===== src/hdl/bole_pkg.sv =====
// Shared types and constants for the bounded ordered list engine.
package bole_pkg;

  localparam int unsigned CAPACITY_DEF    = 16;
  localparam int unsigned VALUE_WIDTH_DEF = 32;
  localparam int unsigned KIND_W          = 3;
  localparam int unsigned IN_VALUE_W      = 32;
  localparam int unsigned STATUS_W        = 2;
  localparam int unsigned POS_W           = 4;
  localparam int unsigned COUNT_W         = 5;

  typedef enum logic [KIND_W-1:0] {
    K_PUSH_BACK  = 3'd0,
    K_PUSH_FRONT = 3'd1,
    K_FIND       = 3'd2,
    K_DELETE     = 3'd3,
    K_POP_FRONT  = 3'd4,
    K_POP_BACK   = 3'd5
  } kind_e;

  typedef enum logic [STATUS_W-1:0] {
    S_OK        = 2'd0,
    S_EMPTY     = 2'd1,
    S_NOT_FOUND = 2'd2,
    S_FULL      = 2'd3
  } status_e;

  typedef enum logic [2:0] {
    C_HOLD,
    C_APPEND,
    C_PUSH_FRONT,
    C_REMOVE,
    C_COMPARE,
    C_SCAN
  } cell_op_e;

  typedef enum logic [1:0] {
    ST_IDLE,
    ST_DISPATCH,
    ST_SCAN
  } state_e;

endpackage


===== src/hdl/bounded_ordered_list_engine_unit.sv =====
// Top level of the bounded ordered list engine: request control, cell chain and result register.
//
// Requests enter on the input channel (kind_i, value_i) and are accepted when in_valid_i
// is high and in_stall_o is low. Each request yields exactly one word on the output channel
// (status_o, position_o, entry_count_o), taken when out_valid_o is high and out_stall_i low.
// The list lives in a chain of CAPACITY cells; push-front and pop-front move every cell at once,
// push-back writes only the tail cell and pop-back only lowers the count. Push, pop and
// unused-code requests pass from idle to the dispatch state, which registers the result word.
// Find and delete first compare every cell in parallel, then shift the match flags toward
// the front one cell per cycle. A hit is reported when its flag reaches the front cell; a
// miss once the scan reaches the last occupied entry. Find and delete on an empty list are
// answered from the dispatch state. The input stall drops as the result word is registered.
// The result register decouples the two channels: a new request is taken while a word waits.
// When the receiver stalls and the register is still full, the request in progress
// holds until the word is taken.
// Reset empties the list and drops any pending word; no clearing pass is needed.
module bounded_ordered_list_engine_unit import bole_pkg::*; #(
  parameter int unsigned CAPACITY    = CAPACITY_DEF,
  parameter int unsigned VALUE_WIDTH = VALUE_WIDTH_DEF
) (
  input  logic                         clk_i,
  input  logic                         rst_ni,
  input  logic                         in_valid_i,
  output logic                         in_stall_o,
  input  logic [KIND_W-1:0]            kind_i,
  input  logic signed [IN_VALUE_W-1:0] value_i,
  output logic                         out_valid_o,
  input  logic                         out_stall_i,
  output logic [STATUS_W-1:0]          status_o,
  output logic [POS_W-1:0]             position_o,
  output logic [COUNT_W-1:0]           entry_count_o
);

  localparam int unsigned OW = $clog2(CAPACITY+1);
  localparam int unsigned IW = $clog2(CAPACITY);

  state_e                  state_q, state_d;
  logic [KIND_W-1:0]       kind_q;
  logic [VALUE_WIDTH-1:0]  val_q;
  logic [OW-1:0]           occ_q, occ_d;
  logic [IW-1:0]           idx_q, idx_d;
  cell_op_e                cell_op;
  logic [VALUE_WIDTH-1:0]  entry_w [CAPACITY];
  logic                    match_w [CAPACITY];
  logic signed [63:0]      value_ext;
  logic                    accept;
  logic                    out_free;
  logic                    res_valid;
  status_e                 res_status;
  logic [POS_W-1:0]        res_pos;
  logic                    out_valid_q;
  logic [STATUS_W-1:0]     status_q;
  logic [POS_W-1:0]        pos_q;
  logic [COUNT_W-1:0]      count_q;
  logic                    full;
  logic                    empty;

  assign in_stall_o = (state_q != ST_IDLE);
  assign accept     = in_valid_i && !in_stall_o;
  assign out_free   = !out_valid_q || !out_stall_i;
  assign value_ext  = 64'(value_i);
  assign full       = (occ_q == OW'(CAPACITY));
  assign empty      = (occ_q == '0);

  for (genvar i = 0; i < CAPACITY; i++) begin : g_cell
    logic [VALUE_WIDTH-1:0] prev_entry;
    logic [VALUE_WIDTH-1:0] next_entry;
    logic                   next_match;
    if (i == 0) begin : g_head
      assign prev_entry = val_q;
    end else begin : g_body
      assign prev_entry = entry_w[i-1];
    end
    if (i == CAPACITY - 1) begin : g_tail
      assign next_entry = entry_w[i];
      assign next_match = 1'b0;
    end else begin : g_inner
      assign next_entry = entry_w[i+1];
      assign next_match = match_w[i+1];
    end
    bole_cell #(
      .CAPACITY   (CAPACITY),
      .VALUE_WIDTH(VALUE_WIDTH),
      .INDEX      (i)
    ) u_cell (
      .clk_i       (clk_i),
      .rst_ni      (rst_ni),
      .op_i        (cell_op),
      .occ_i       (occ_q),
      .idx_i       (idx_q),
      .value_i     (val_q),
      .prev_entry_i(prev_entry),
      .next_entry_i(next_entry),
      .next_match_i(next_match),
      .entry_o     (entry_w[i]),
      .match_o     (match_w[i])
    );
  end

  always_comb begin
    state_d    = state_q;
    occ_d      = occ_q;
    idx_d      = idx_q;
    cell_op    = C_HOLD;
    res_valid  = 1'b0;
    res_status = S_OK;
    res_pos    = '0;
    unique case (state_q)
      ST_IDLE: begin
        idx_d = '0;
        if (accept) state_d = ST_DISPATCH;
      end
      ST_DISPATCH: begin
        if (kind_q == K_FIND || kind_q == K_DELETE) begin
          if (!empty) begin
            cell_op = C_COMPARE;
            idx_d   = '0;
            state_d = ST_SCAN;
          end else if (out_free) begin
            res_valid  = 1'b1;
            res_status = S_EMPTY;
            state_d    = ST_IDLE;
          end
        end else if (out_free) begin
          res_valid = 1'b1;
          state_d   = ST_IDLE;
          case (kind_q)
            K_PUSH_BACK: begin
              if (full) begin
                res_status = S_FULL;
              end else begin
                cell_op = C_APPEND;
                res_pos = POS_W'(occ_q);
                occ_d   = occ_q + 1'b1;
              end
            end
            K_PUSH_FRONT: begin
              if (full) begin
                res_status = S_FULL;
              end else begin
                cell_op = C_PUSH_FRONT;
                occ_d   = occ_q + 1'b1;
              end
            end
            K_POP_FRONT: begin
              if (empty) begin
                res_status = S_EMPTY;
              end else begin
                cell_op = C_REMOVE;
                idx_d   = '0;
                occ_d   = occ_q - 1'b1;
              end
            end
            K_POP_BACK: begin
              if (empty) begin
                res_status = S_EMPTY;
              end else begin
                res_pos = POS_W'(occ_q - 1'b1);
                occ_d   = occ_q - 1'b1;
              end
            end
            default: ;
          endcase
        end
      end
      ST_SCAN: begin
        if (match_w[0]) begin
          if (out_free) begin
            res_valid = 1'b1;
            res_pos   = POS_W'(idx_q);
            state_d   = ST_IDLE;
            if (kind_q == K_DELETE) begin
              cell_op = C_REMOVE;
              occ_d   = occ_q - 1'b1;
            end
          end
        end else if (OW'(idx_q) == occ_q - 1'b1) begin
          if (out_free) begin
            res_valid  = 1'b1;
            res_status = S_NOT_FOUND;
            state_d    = ST_IDLE;
          end
        end else begin
          cell_op = C_SCAN;
          idx_d   = idx_q + 1'b1;
        end
      end
      default: state_d = ST_IDLE;
    endcase
  end

  always_ff @(posedge clk_i or negedge rst_ni) begin
    if (!rst_ni) begin
      state_q     <= ST_IDLE;
      occ_q       <= '0;
      idx_q       <= '0;
      out_valid_q <= 1'b0;
    end else begin
      state_q <= state_d;
      occ_q   <= occ_d;
      idx_q   <= idx_d;
      if (res_valid) begin
        out_valid_q <= 1'b1;
      end else if (!out_stall_i) begin
        out_valid_q <= 1'b0;
      end
    end
  end

  always_ff @(posedge clk_i) begin
    if (accept) begin
      kind_q <= kind_i;
      val_q  <= VALUE_WIDTH'(value_ext);
    end
    if (res_valid) begin
      status_q <= res_status;
      pos_q    <= res_pos;
      count_q  <= COUNT_W'(occ_d);
    end
  end

  assign out_valid_o   = out_valid_q;
  assign status_o      = status_q;
  assign position_o    = pos_q;
  assign entry_count_o = count_q;

  a_occ_bound: assert property (@(posedge clk_i) disable iff (!rst_ni)
    occ_q <= OW'(CAPACITY))
    else $error("Occupancy exceeds capacity.");

  a_busy_stalls: assert property (@(posedge clk_i) disable iff (!rst_ni)
    state_q != ST_IDLE |-> in_stall_o)
    else $error("Input not stalled while a request is in progress.");

  a_result_from_work: assert property (@(posedge clk_i) disable iff (!rst_ni)
    $rose(out_valid_q) |-> $past(state_q != ST_IDLE))
    else $error("Result word appeared without a request in progress.");

  a_scan_nonempty: assert property (@(posedge clk_i) disable iff (!rst_ni)
    state_q == ST_SCAN |-> occ_q != '0)
    else $error("Scan running on an empty list.");

  a_scan_in_range: assert property (@(posedge clk_i) disable iff (!rst_ni)
    state_q == ST_SCAN |-> OW'(idx_q) < occ_q)
    else $error("Scan index beyond the occupied entries.");

endmodule


===== src/hdl/bole_cell.sv =====
// One list cell: holds an entry and a match flag, and trades them with its neighbors.
module bole_cell import bole_pkg::*; #(
  parameter int unsigned CAPACITY    = CAPACITY_DEF,
  parameter int unsigned VALUE_WIDTH = VALUE_WIDTH_DEF,
  parameter int unsigned INDEX       = 0
) (
  input  logic                          clk_i,
  input  logic                          rst_ni,
  input  cell_op_e                      op_i,
  input  logic [$clog2(CAPACITY+1)-1:0] occ_i,
  input  logic [$clog2(CAPACITY)-1:0]   idx_i,
  input  logic [VALUE_WIDTH-1:0]        value_i,
  input  logic [VALUE_WIDTH-1:0]        prev_entry_i,
  input  logic [VALUE_WIDTH-1:0]        next_entry_i,
  input  logic                          next_match_i,
  output logic [VALUE_WIDTH-1:0]        entry_o,
  output logic                          match_o
);

  localparam int unsigned OW = $clog2(CAPACITY+1);
  localparam int unsigned IW = $clog2(CAPACITY);

  logic [VALUE_WIDTH-1:0] entry_q, entry_d;
  logic                   match_q, match_d;
  logic                   in_use;

  assign in_use = OW'(INDEX) < occ_i;

  always_comb begin
    entry_d = entry_q;
    match_d = match_q;
    unique case (op_i)
      C_HOLD: ;
      C_APPEND: begin
        if (OW'(INDEX) == occ_i) entry_d = value_i;
      end
      C_PUSH_FRONT: entry_d = prev_entry_i;
      C_REMOVE: begin
        if (IW'(INDEX) >= idx_i) entry_d = next_entry_i;
      end
      C_COMPARE: match_d = in_use && (entry_q == value_i);
      C_SCAN:    match_d = next_match_i;
      default: ;
    endcase
  end

  always_ff @(posedge clk_i) begin
    entry_q <= entry_d;
  end

  always_ff @(posedge clk_i or negedge rst_ni) begin
    if (!rst_ni) begin
      match_q <= 1'b0;
    end else begin
      match_q <= match_d;
    end
  end

  assign entry_o = entry_q;
  assign match_o = match_q;

endmodule


===== config.mk =====
export PLATFORM = sky130hd
export DESIGN_NAME = bounded_ordered_list_engine_unit
export DESIGN_NICKNAME = d
export VERILOG_FILES = /design/src/hdl/bole_pkg.sv /design/src/hdl/bounded_ordered_list_engine_unit.sv /design/src/hdl/bole_cell.sv
export SDC_FILE = /design/constraint.sdc
export NUM_CORES = 1
export LEC_CHECK = 0
export BUFFER_PORTS_ARGS = -buffer_cell sky130_fd_sc_hd__buf_4
export CAP_MARGIN = 20
export CORE_ASPECT_RATIO = 0.7
export CORE_UTILIZATION = 55
export CTS_BUF_LIST = sky130_fd_sc_hd__clkbuf_2 sky130_fd_sc_hd__clkbuf_4 sky130_fd_sc_hd__clkbuf_8
export CTS_CLUSTER_DIAMETER = 120
export DETAILED_ROUTE_END_ITERATION = 8
export PLACE_DENSITY_LB_ADDON = 0.12
export SLEW_MARGIN = 5
export SYNTH_ARGS = -nofsm -noshare
export SYNTH_HDL_FRONTEND = slang
export SYNTH_SLANG_ARGS = --single-unit
export TNS_END_PERCENT = 10

===== constraint.sdc =====
create_clock -name clk_i -period 21 [get_ports clk_i]
set_input_delay 4.2 -clock clk_i [delete_from_list [all_inputs] [get_ports clk_i]]
set_output_delay 4.2 -clock clk_i [all_outputs]
set_load 0.02 [all_outputs]

Word-level counts from Yosys, hierarchy flattened --
Index checks and enable logic that the tools add are counted.
Storage, ports and cells: bits in registers 586, bits in latches 0, memory bits (writable) 0, ROM bits 0, output and inout bits 13, word-level logic and storage cells 333, memories 0
Operators by class: add/subtract/negate cells 3, multipliers 0, divide/modulo/power cells 0, $lt $le $gt $ge 31, equal/unequal tests 83, shift operators 0, mux-type cells 125, bitwise operators 0, reductions and logical operators 50
Operators with widths (number):
- $pmux W32 S3 | 15
- $mux W32 | 31
- $eq A32 B32 Y1 | 16
- $pmux W32 S2 | 1
- $ne A2 B1 Y1 const B | 31
- $mux W4 | 12
- $reduce_and A3 Y1 | 15
- $eq A4 B5 Y1 const A | 8
- $lt A4 B5 Y1 const A | 8
- $mux W5 | 7
- $mux W2 | 17
- $pmux W1 S2 | 17
- $ge A4 B4 Y1 const A | 7
- $eq A3 B5 Y1 const A | 4
- $lt A3 B5 Y1 const A | 4
- $pmux W5 S2 | 2
- $logic_and A1 B1 Y1 | 17
- $ge A3 B4 Y1 const A | 4
- $pmux W4 S2 | 2
- $eq A3 B2 Y1 const B | 4
- $eq A3 B3 Y1 const B | 4
- $mux W3 | 4
- $pmux W2 S3 | 2
- $pmux W4 S3 | 1
- other kinds (30) | 59

Depth between registers and ports, before layout --
Gate-level depths: netlist of the first run.
word-level depth 9, mapped depth 13

By module --
Synthesis of the first run repeated with hierarchy kept, for this count alone.
Second synthesis, totals: cell total of the unflattened synthesis 3392, area total of the unflattened synthesis 36382.4 sq um
By module, submodules not included:
- bounded_ordered_list_engine_unit | times used 1, cells each 259, area each 3007.9 sq um
- bole_cell at g_cell[5].u_cell | times used 1, cells each 196, area each 2108.3 sq um
- bole_cell at g_cell[13].u_cell | times used 1, cells each 196, area each 2107.0 sq um
- bole_cell at g_cell[2].u_cell | times used 1, cells each 198, area each 2103.3 sq um
- bole_cell at g_cell[10].u_cell | times used 1, cells each 200, area each 2095.8 sq um
- bole_cell at g_cell[8].u_cell | times used 1, cells each 197, area each 2094.5 sq um
- bole_cell at g_cell[4].u_cell | times used 1, cells each 197, area each 2093.3 sq um
- bole_cell at g_cell[7].u_cell | times used 1, cells each 196, area each 2089.5 sq um
- bole_cell at g_cell[12].u_cell | times used 1, cells each 196, area each 2087.0 sq um
- bole_cell at g_cell[1].u_cell | times used 1, cells each 194, area each 2087.0 sq um
- bole_cell at g_cell[14].u_cell | times used 1, cells each 196, area each 2082.0 sq um
- bole_cell at g_cell[6].u_cell | times used 1, cells each 196, area each 2080.7 sq um
- bole_cell at g_cell[9].u_cell | times used 1, cells each 194, area each 2080.7 sq um
- bole_cell at g_cell[0].u_cell | times used 1, cells each 197, area each 2073.2 sq um
- +3 rows

Worst setup path before layout of the first run --
OpenSTA, ideal clock, no wires.
path kind input -> register, from input port out_stall_i, to register g_cell[0].u_cell.entry_q[0] (enable), arrival time 10632 ps, required time 20406 ps, path slack 9774 ps, cell stages on the path 9, path buffers 3, cell sequence a21boi_0 -> and4_1 -> buf_2 -> a41o_1 -> nor2_1 -> buf_2 -> buf_2 -> nor3_1 -> a2111oi_0
On the way: cells in the longest elaborated chain, start to end 8
Ends and longest elaborated chain:
- from (decl) | line bounded_ordered_list_engine_unit.sv:28 | input logic out_stall_i,
- $logic_not A1 Y1 (*)
- $logic_or A1 B1 Y1 (*) | line bounded_ordered_list_engine_unit.sv:60 | assign out_free = !out_valid_q || !out_stall_i;
- $mux W2, on equally long branches | line bounded_ordered_list_engine_unit.sv:168, bounded_ordered_list_engine_unit.sv:124
- $mux W3, on equally long branches | line bounded_ordered_list_engine_unit.sv:167, bounded_ordered_list_engine_unit.sv:114
- $pmux W3 S2 (*) | line bounded_ordered_list_engine_unit.sv:108 | unique case (state_q)
- $eq A3 B2 Y1 / $eq A3 B1 Y1 (equally long branches) | line bole_cell.sv:32 | unique case (op_i)
- $ne A2 B1 Y1 (no source line) (tied with other cells)
- $reduce_and A3 Y1 (no source line) (*)
- to (signal assigned) | line bole_cell.sv:48 | entry_q <= entry_d;
- to (decl) | line bole_cell.sv:23 | logic [VALUE_WIDTH-1:0] entry_q, entry_d;
Every way passes the cells marked *; elsewhere a longest branch is shown, timed or not. A chain may end at the register's enable or synchronous reset.

Worst setup path after layout of the first run --
from input port out_stall_i, to register g_cell[9].u_cell.entry_q[8], data pin
On the way: cells in the longest elaborated chain, start to end 7
Ends and longest elaborated chain (line):
- $logic_not A1 Y1 (*)
- $logic_or A1 B1 Y1 (*) | bounded_ordered_list_engine_unit.sv:60
- $mux W2, on equally long branches | bounded_ordered_list_engine_unit.sv:168, bounded_ordered_list_engine_unit.sv:124
- $mux W3, on equally long branches | bounded_ordered_list_engine_unit.sv:167, bounded_ordered_list_engine_unit.sv:114
- $pmux W3 S2 (*) | bounded_ordered_list_engine_unit.sv:108
- $eq A3 B2 Y1 / $eq A3 B1 Y1 (equally long branches) | bole_cell.sv:32
- $pmux W32 S3 (*) | bole_cell.sv:32
- named net g_cell[9].u_cell.entry_d[8] | bole_cell.sv:23
- to (signal assigned) | bole_cell.sv:48
- to (decl) | bole_cell.sv:23
Mark *: on every way through the listed nets, which the timed path passes. The rest lies on a longest branch.

==> results.md, run 1 <==
* Sum of negative setup slack at 0 ns
* DR vias at 25,040
* Post-synth ARST share at 0.04778
* Met1 WL at 55,210 um
* Yosys cell types at 68
* WL met2 at 47,520 um
* Status: finished clean
* TritonCTS Buffers at 93
* Die width at 298.5 um
* Synth warn at 0
* DRT Pass-1 Iters at 6
* # port buffers at 51
* Area of the die at 62,550 um^2
* CTS tree: built
* Post-CTS Hold Buffers at 0
* Synth Instances at 2,824
* Power per cell area at 104.8 nW/um^2
* Initial antenna violation count at 6
* Synthesized Nets at 2,876
* Synthesized area at 33,840 um^2
* Gpl congestion at 0.9674
* CORE AREA at 60,340 um^2
* Vias in the first global route at 23,390
* Synth-to-Final Area Change at 8.932%
* Fmax at 132.3 MHz
* Pleak at 13.57 nW
* Setup Fix Bufs, Post-CTS at 0
* DRT antenna net count at 0
* H-tree lvl count at 3
* Inst Count DP at 3,528
* RSZ-0062 raised after global routing: false
* CTS clock-pin slew for the worst setup and hold paths at 0.06 ns
* Setup crit start kind: input pin
* Final Setup Violations at 0
* Most used DFF post-synth: edfxtp_1
* Pin count of the biggest net entering global routing at 140
* Highest Signal Layer: met5
* Die H at 209.5 um
* Crit path time final at 7.559 ns
* Final hold violation count at 0
* Clock sink count at 586
* Worst path arrival time at 7.96 ns
* Clock Tree Buf Depth at 3
* First-pass GRT wire length at 178,100 um
* Total power at 3.862 mW
* Final hold slack at 0.5009 ns
* Setup ws final at 13.44 ns
* Worst slew margin relative to its limit at 0.2239
* Util after Layout at 0.6110
* Pre-CTS setup slack at 12.90 ns
* Area post-placement at 34,980 um^2
* Nets at 2,876
* Skew final at 0.04999 ns
* Routed length per instance at 34.07 um
* Antenna Cells at 0
* WS Path Type: input pin to flip-flop
* Share of cells above drive strength 1 at 0.1279
* Seq cells post-synth at 586
* CTS resizes at 0
* Max-cap viol count at 0
* Hold Path Class: flip-flop to flip-flop
* Worst Tran Pin Value at 1.164 ns
* Initial DRC count at 4,316
* Fin area at 36,870 um^2
* Drt drc at 0
* Latest clock arrival within the worst-skew pair at 0.75 ns
* Syn_area_per_cell at 11.98 um^2
* Critical Path Fanout Max at 109
* Vias/cell at 6.766
* IO Pins at 52
* Final Max Tran Viols at 0
* Finished Layout Cells at 3,700
* Initial Util at 0.5609
* Required time of the critical path at 21.40 ns
* Tcrit/Tclk final at 0.3599
* Row cnt at 75
* Post-synth EDFFs at 558
* Clock Tree Root: clkbuf_8
* Peak VDD IR at 77.65 uV
* Seq/Total Area, Yosys at 0.5158
* Crit end category: flip-flop
* Post-DP HPWL at 90,320 um
* Total GRT Usage at 0.4003
* Total Wirelength at 126,000 um
* Met3 WL at 20,780 um
* Total congestion overflow at 0
routing by layer:
metal  vias to the layer above  GRT usage
met2                      1825     0.4925
met4                         6    0.08276
li1                      10540          -
met3                       127     0.1727
met1                     12540     0.6303
met5                         -    0.01920
worst max-delay path, cell delays in order:
cell      delay (ns)
buf_4           0.12
a21boi_0        0.16
and4_1          0.34
a41o_1          0.32
or2_0           0.44
nand2_4         0.38
buf_4           0.65
buf_4           0.94
o21ai_0         0.27
area by class of cell:
cell class | count | area, um^2
repair buffers | 145 | 1117
clock inverters | 33 | 207.7
clock buffers | 130 | 1608
well taps | 808 | 1011
inverters | 11 | 41.29
fillers | 4877 | 23470
flip-flops and latches | 586 | 17460
multi-input cells | 1987 | 15430
where the power goes:
| part | internal (mW) | switching (mW) | total, mW |
|---|---|---|---|
| logic | 0.402 | 0.852 | 1.25 |
| registers | 1.48 | 0.120 | 1.60 |
| clock network | 0.517 | 0.489 | 1.01 |
| total | 2.40 | 1.46 | 3.86 |
synth_stat cells (46+ instances only):
library cell,instances,area share
o21ai_0,211,0.031
nand2_1,52,0.0058
o21ai_1,289,0.043
clkbuf_1,129,0.014
xnor2_1,229,0.059
mux2i_1,453,0.13
edfxtp_1,558,0.50
nor4_1,89,0.016
mux2_2,46,0.015
nand4_1,73,0.013
xor2_1,289,0.075
placed cells by master (no fill, tap or decap), drive strengths merged, types with 3 or more instances in the layout:
master / count
xnor2: 229
nand3: 26
dfrtp: 28
a2111oi: 4
clkinv: 29
o21a: 3
mux2: 65
a22oi: 9
nand2: 52
buf: 145
a211oi: 10
nor3: 14
nand4: 73
o211ai: 4
and2: 6
o22ai: 5
xor2: 289
nand2b: 11
nor2b: 4
ha: 13
a221oi: 8
o21ai: 501
a21o: 4
a31oi: 19
clkbuf: 130
edfxtp: 558
nor2: 25
a21oi: 35
inv: 11
nor4: 89
mux2i: 453
sequential cells by signal (all words and copies together), names as in the netlist:
| signal | count |
|---|---|
| out_valid_o | 1 |
| occ_q | 5 |
| g_cell.u_cell.match_o | 16 |
| g_cell.prev_entry | 32 |
| idx_q | 4 |
| g_cell.u_cell.entry_o | 512 |
| position_o | 4 |
| entry_count_o | 5 |
| kind_q | 3 |
| state_q | 2 |
| status_o | 2 |
path summary, 6_finish.rpt:
| path | start | to | slack, ns | depth (start not counted) |
|---|---|---|---|---|
| max in group asynchronous | rst_ni | g_cell[14].u_cell.match_o | 17.22 | 1 |
| worst max-delay path | out_stall_i | g_cell[9].u_cell.entry_o[8] | 13.44 | 9 |
| worst max register to register | occ_q[1] | g_cell[5].u_cell.entry_o[19] | 15.04 | 10 |
| worst min register to register | g_cell[8].u_cell.match_o | g_cell[7].u_cell.match_o | 0.50 | 2 |
| worst min-delay path | g_cell[8].u_cell.match_o | g_cell[7].u_cell.match_o | 0.50 | 2 |
| min in group asynchronous | rst_ni | idx_q[3] | 3.41 | 1 |
kinds of logic after synthesis:
group | share of synthesized area
buf+inv | 0.03737
compound gates | 0.09993
mux | 0.1556
flops | 0.5158
xor+xnor | 0.1348
fa+ha+maj | 0.004806
simple gates | 0.05176
No activity file was read; power rests on OpenSTA's default activity.
==> inputs of run 2 (changes only) <==
==> constraint.sdc (replaced) <==
create_clock -name clk_i -period 7.65 [get_ports clk_i]
set_input_delay 1.53 -clock clk_i [delete_from_list [all_inputs] [get_ports clk_i]]
set_output_delay 1.53 -clock clk_i [all_outputs]
set_load 0.02 [all_outputs]
==> results.md, run 2 (synthesized netlist as in run 1, its figures left out) <==
* Status: finished clean (unchanged)
* CTS tree: built (unchanged)
* Clock Tree Buf Depth at 3 (unchanged)
* Sw power at 4.228 mW (was 1.461 mW)
* Total GRT Usage at 0.4274 (was 0.4003)
* Slowest CP cell: nor4_1 (was buf_4)
* Final Setup Violations at 0 (unchanged)
* Final hold slack at 0.5346 ns (was 0.5009 ns)
* Gpl congestion at 1.087 (was 0.9674)
* Largest register FFs at 512 (unchanged)
* Crit end category: flip-flop (unchanged)
* Tcrit/Tclk final at 0.7192
* Skew final at 0.04068 ns (was 0.04999 ns)
* DRT antenna net count at 0 (unchanged)
* Initial antenna violation count at 9 (was 6)
* CTS clock-pin slew for the worst setup and hold paths at 0.07 ns (was 0.06 ns)
* Clock network power share at 0.262 (was 0.261)
* Buf/Inv on CP at 2 (was 3)
* Share of cells above drive strength 1 at 0.1309 (was 0.1279)
* Worst-path cell chain: inv_1 -> ha_1 -> or4b_1 -> nand2_1 -> nor4_1 -> or2_0 -> nand2_4 -> buf_12 -> o21ai_0 (was buf_4 -> a21boi_0 -> and4_1 -> a41o_1 -> or2_0 -> nand2_4 -> buf_4 -> buf_4 -> o21ai_0)
* Crit path time final at 5.502 ns
* Fmax at 181.8 MHz
* Sum of negative setup slack at 0 ns (unchanged)
* Area of the die at 62,550 um^2 (unchanged)
* Register area at 17,460 um^2 (unchanged)
* Comb pwr share at 0.335 (was 0.325)
* Reg power frac at 0.404 (was 0.415)
* Worst Tran Pin Value at 1.461 ns (was 1.164 ns)
* Total congestion overflow at 0 (unchanged)
* Pin count of the biggest net entering global routing at 214 (was 140)
* Critical Path Fanout Max at 213 (was 109)
* Nets at 2,878 (was 2,876)
* FILL cells at 4,890 (was 4,877)
* Hold Path Class: flip-flop to flip-flop (unchanged)
* CTS resizes at 0 (unchanged)
* Post-CTS Hold Buffers at 0 (unchanged)
* # port buffers at 51 (unchanged)
* Most frequent cells in the layout: 558 x edfxtp_1, 453 x mux2i_1, 289 x xor2_1, 289 x o21ai_1, 229 x xnor2_1 (unchanged)
* First-pass GRT wire length at 187,000 um (was 178,100 um)
* Setup Fix Bufs, Post-CTS at 0 (unchanged)
* Clock sink count at 586 (unchanged)
* Setup crit start kind: flip-flop (was input pin)
* Switching share of power at 0.3893 (was 0.3784)
* TritonCTS Buffers at 97 (was 93)
* Drt drc at 0 (unchanged)
* H-tree lvl count at 3 (unchanged)
* Setup ws final at 2.148 ns (was 13.44 ns)
* IO Pins at 52 (unchanged)
* Pleak at 13.64 nW (was 13.57 nW)
* Worst path arrival time at 6.04 ns (was 7.96 ns)
* Delay of the slowest cell on the worst path at 0.62 ns (was 0.94 ns)
* RSZ-0062 raised after global routing: false (unchanged)
* Required time of the critical path at 8.19 ns (was 21.40 ns)
* Initial DRC count at 4,850 (was 4,316)
* Final Max Tran Viols at 0 (unchanged)
* Worst slew margin relative to its limit at 0.02619 (was 0.2239)
* Total Wirelength at 134,600 um (was 126,000 um)
* Most common cell after layout, fill and taps aside: edfxtp_1 (unchanged)
* Util after Layout at 0.6127 (was 0.6110)
* Clock Tree Root: clkbuf_8 (unchanged)
* Vias in the first global route at 23,660 (was 23,390)
* Synth-to-Final Area Change at 9.235% (was 8.932%)
* Die width at 298.5 um (unchanged)
* Cell class contributing the biggest share of worst-path delay: simple AND/OR/NAND/NOR gates (was buffers and inverters)
* WS Path Type: flip-flop to flip-flop (was input pin to flip-flop)
* CORE AREA at 60,340 um^2 (unchanged)
* Die H at 209.5 um (unchanged)
* DRT Pass-1 Iters at 6 (unchanged)
* Power per cell area at 293.8 nW/um^2 (was 104.8 nW/um^2)
* DR vias at 25,610 (was 25,040)
* Final hold violation count at 0 (unchanged)
* Peak VDD IR at 256.9 uV (was 77.65 uV)
* Pre-CTS setup slack at 2.037 ns (was 12.90 ns)
* Vias/cell at 6.874 (was 6.766)
* Max-cap viol count at 0 (unchanged)
* Latest clock arrival within the worst-skew pair at 0.76 ns (was 0.75 ns)
* Internal power at 6.634 mW (was 2.401 mW)
* Routed length per instance at 36.12 um (was 34.07 um)
* Multi-input logic area at 15,420 um^2 (was 15,430 um^2)
* Initial Util at 0.5609 (unchanged)
* Post-DP HPWL at 94,970 um (was 90,320 um)
* Row cnt at 75 (unchanged)
-- run 2: worst paths after layout --
kind / from / end / slack (ns) / depth (start not counted)
setup / recovery: occ_q[0] / g_cell[10].u_cell.entry_o[18] / 2.15 / 9
hold / removal: g_cell[15].u_cell.match_o / g_cell[15].u_cell.match_o / 0.53 / 1
setup reg to reg: occ_q[0] / g_cell[10].u_cell.entry_o[18] / 2.15 / 9
hold reg to reg: g_cell[15].u_cell.match_o / g_cell[15].u_cell.match_o / 0.53 / 1
max in group asynchronous: rst_ni / idx_q[3] / 6.57 / 1
min in group asynchronous: rst_ni / occ_q[4] / 0.73 / 1
-- run 2: power by group through the flow --
| stage | Combinational, mW | Clock, mW | Sequential, mW |
|---|---|---|---|
| 2_1_floorplan | 2.13 | 0 | 4.33 |
| 3_3_place_gp | 3.37 | 0 | 4.42 |
| 3_5_place_dp | 3.41 | 0 | 4.44 |
| 4_1_cts | 3.43 | 2.85 | 4.37 |
| 5_1_grt | 3.71 | 2.97 | 4.41 |
| 6_report | 3.63 | 2.84 | 4.39 |
-- run 2: final cells by class --
class	count	area share
diodes	6	0.0004061
clock buffers	142	0.04694
clock inverters	42	0.004975
inverters	11	0.001117
multi-input cells	1987	0.4170
flip-flops and latches	586	0.4722
well taps	808	0.02735
repair buffers	143	0.02998
-- run 2: metal layers --
metal / vias to the layer above / track usage / wire [um]
met3: 235 / 0.2137 / 23740
li1: 10560 / - / -
met5: - / 0 / 0
met1: 12770 / 0.6372 / 55750
met4: 0 / 0.1181 / 3990
met2: 2041 / 0.5339 / 51070
-- run 2: per-stage QoR --
stage | cells | total power [mW] | cell area, um^2
2_1_floorplan | 2824 | 6.462 | 33850
3_3_place_gp | 3517 | 7.798 | 34920
3_5_place_dp | 3524 | 7.848 | 34960
4_1_cts | 3708 | 10.65 | 36880
5_1_grt | 3719 | 11.10 | 36960
6_report | 3725 | 10.86 | 36970
-- run 2: worst reg2reg max path: stages (launching register included) --
cell	delay, ns
dfrtp_1	0.57
inv_1	0.20
ha_1	0.47
or4b_1	0.61
nand2_1	0.28
nor4_1	0.62
or2_0	0.57
nand2_4	0.61
buf_12	0.43
o21ai_0	0.93
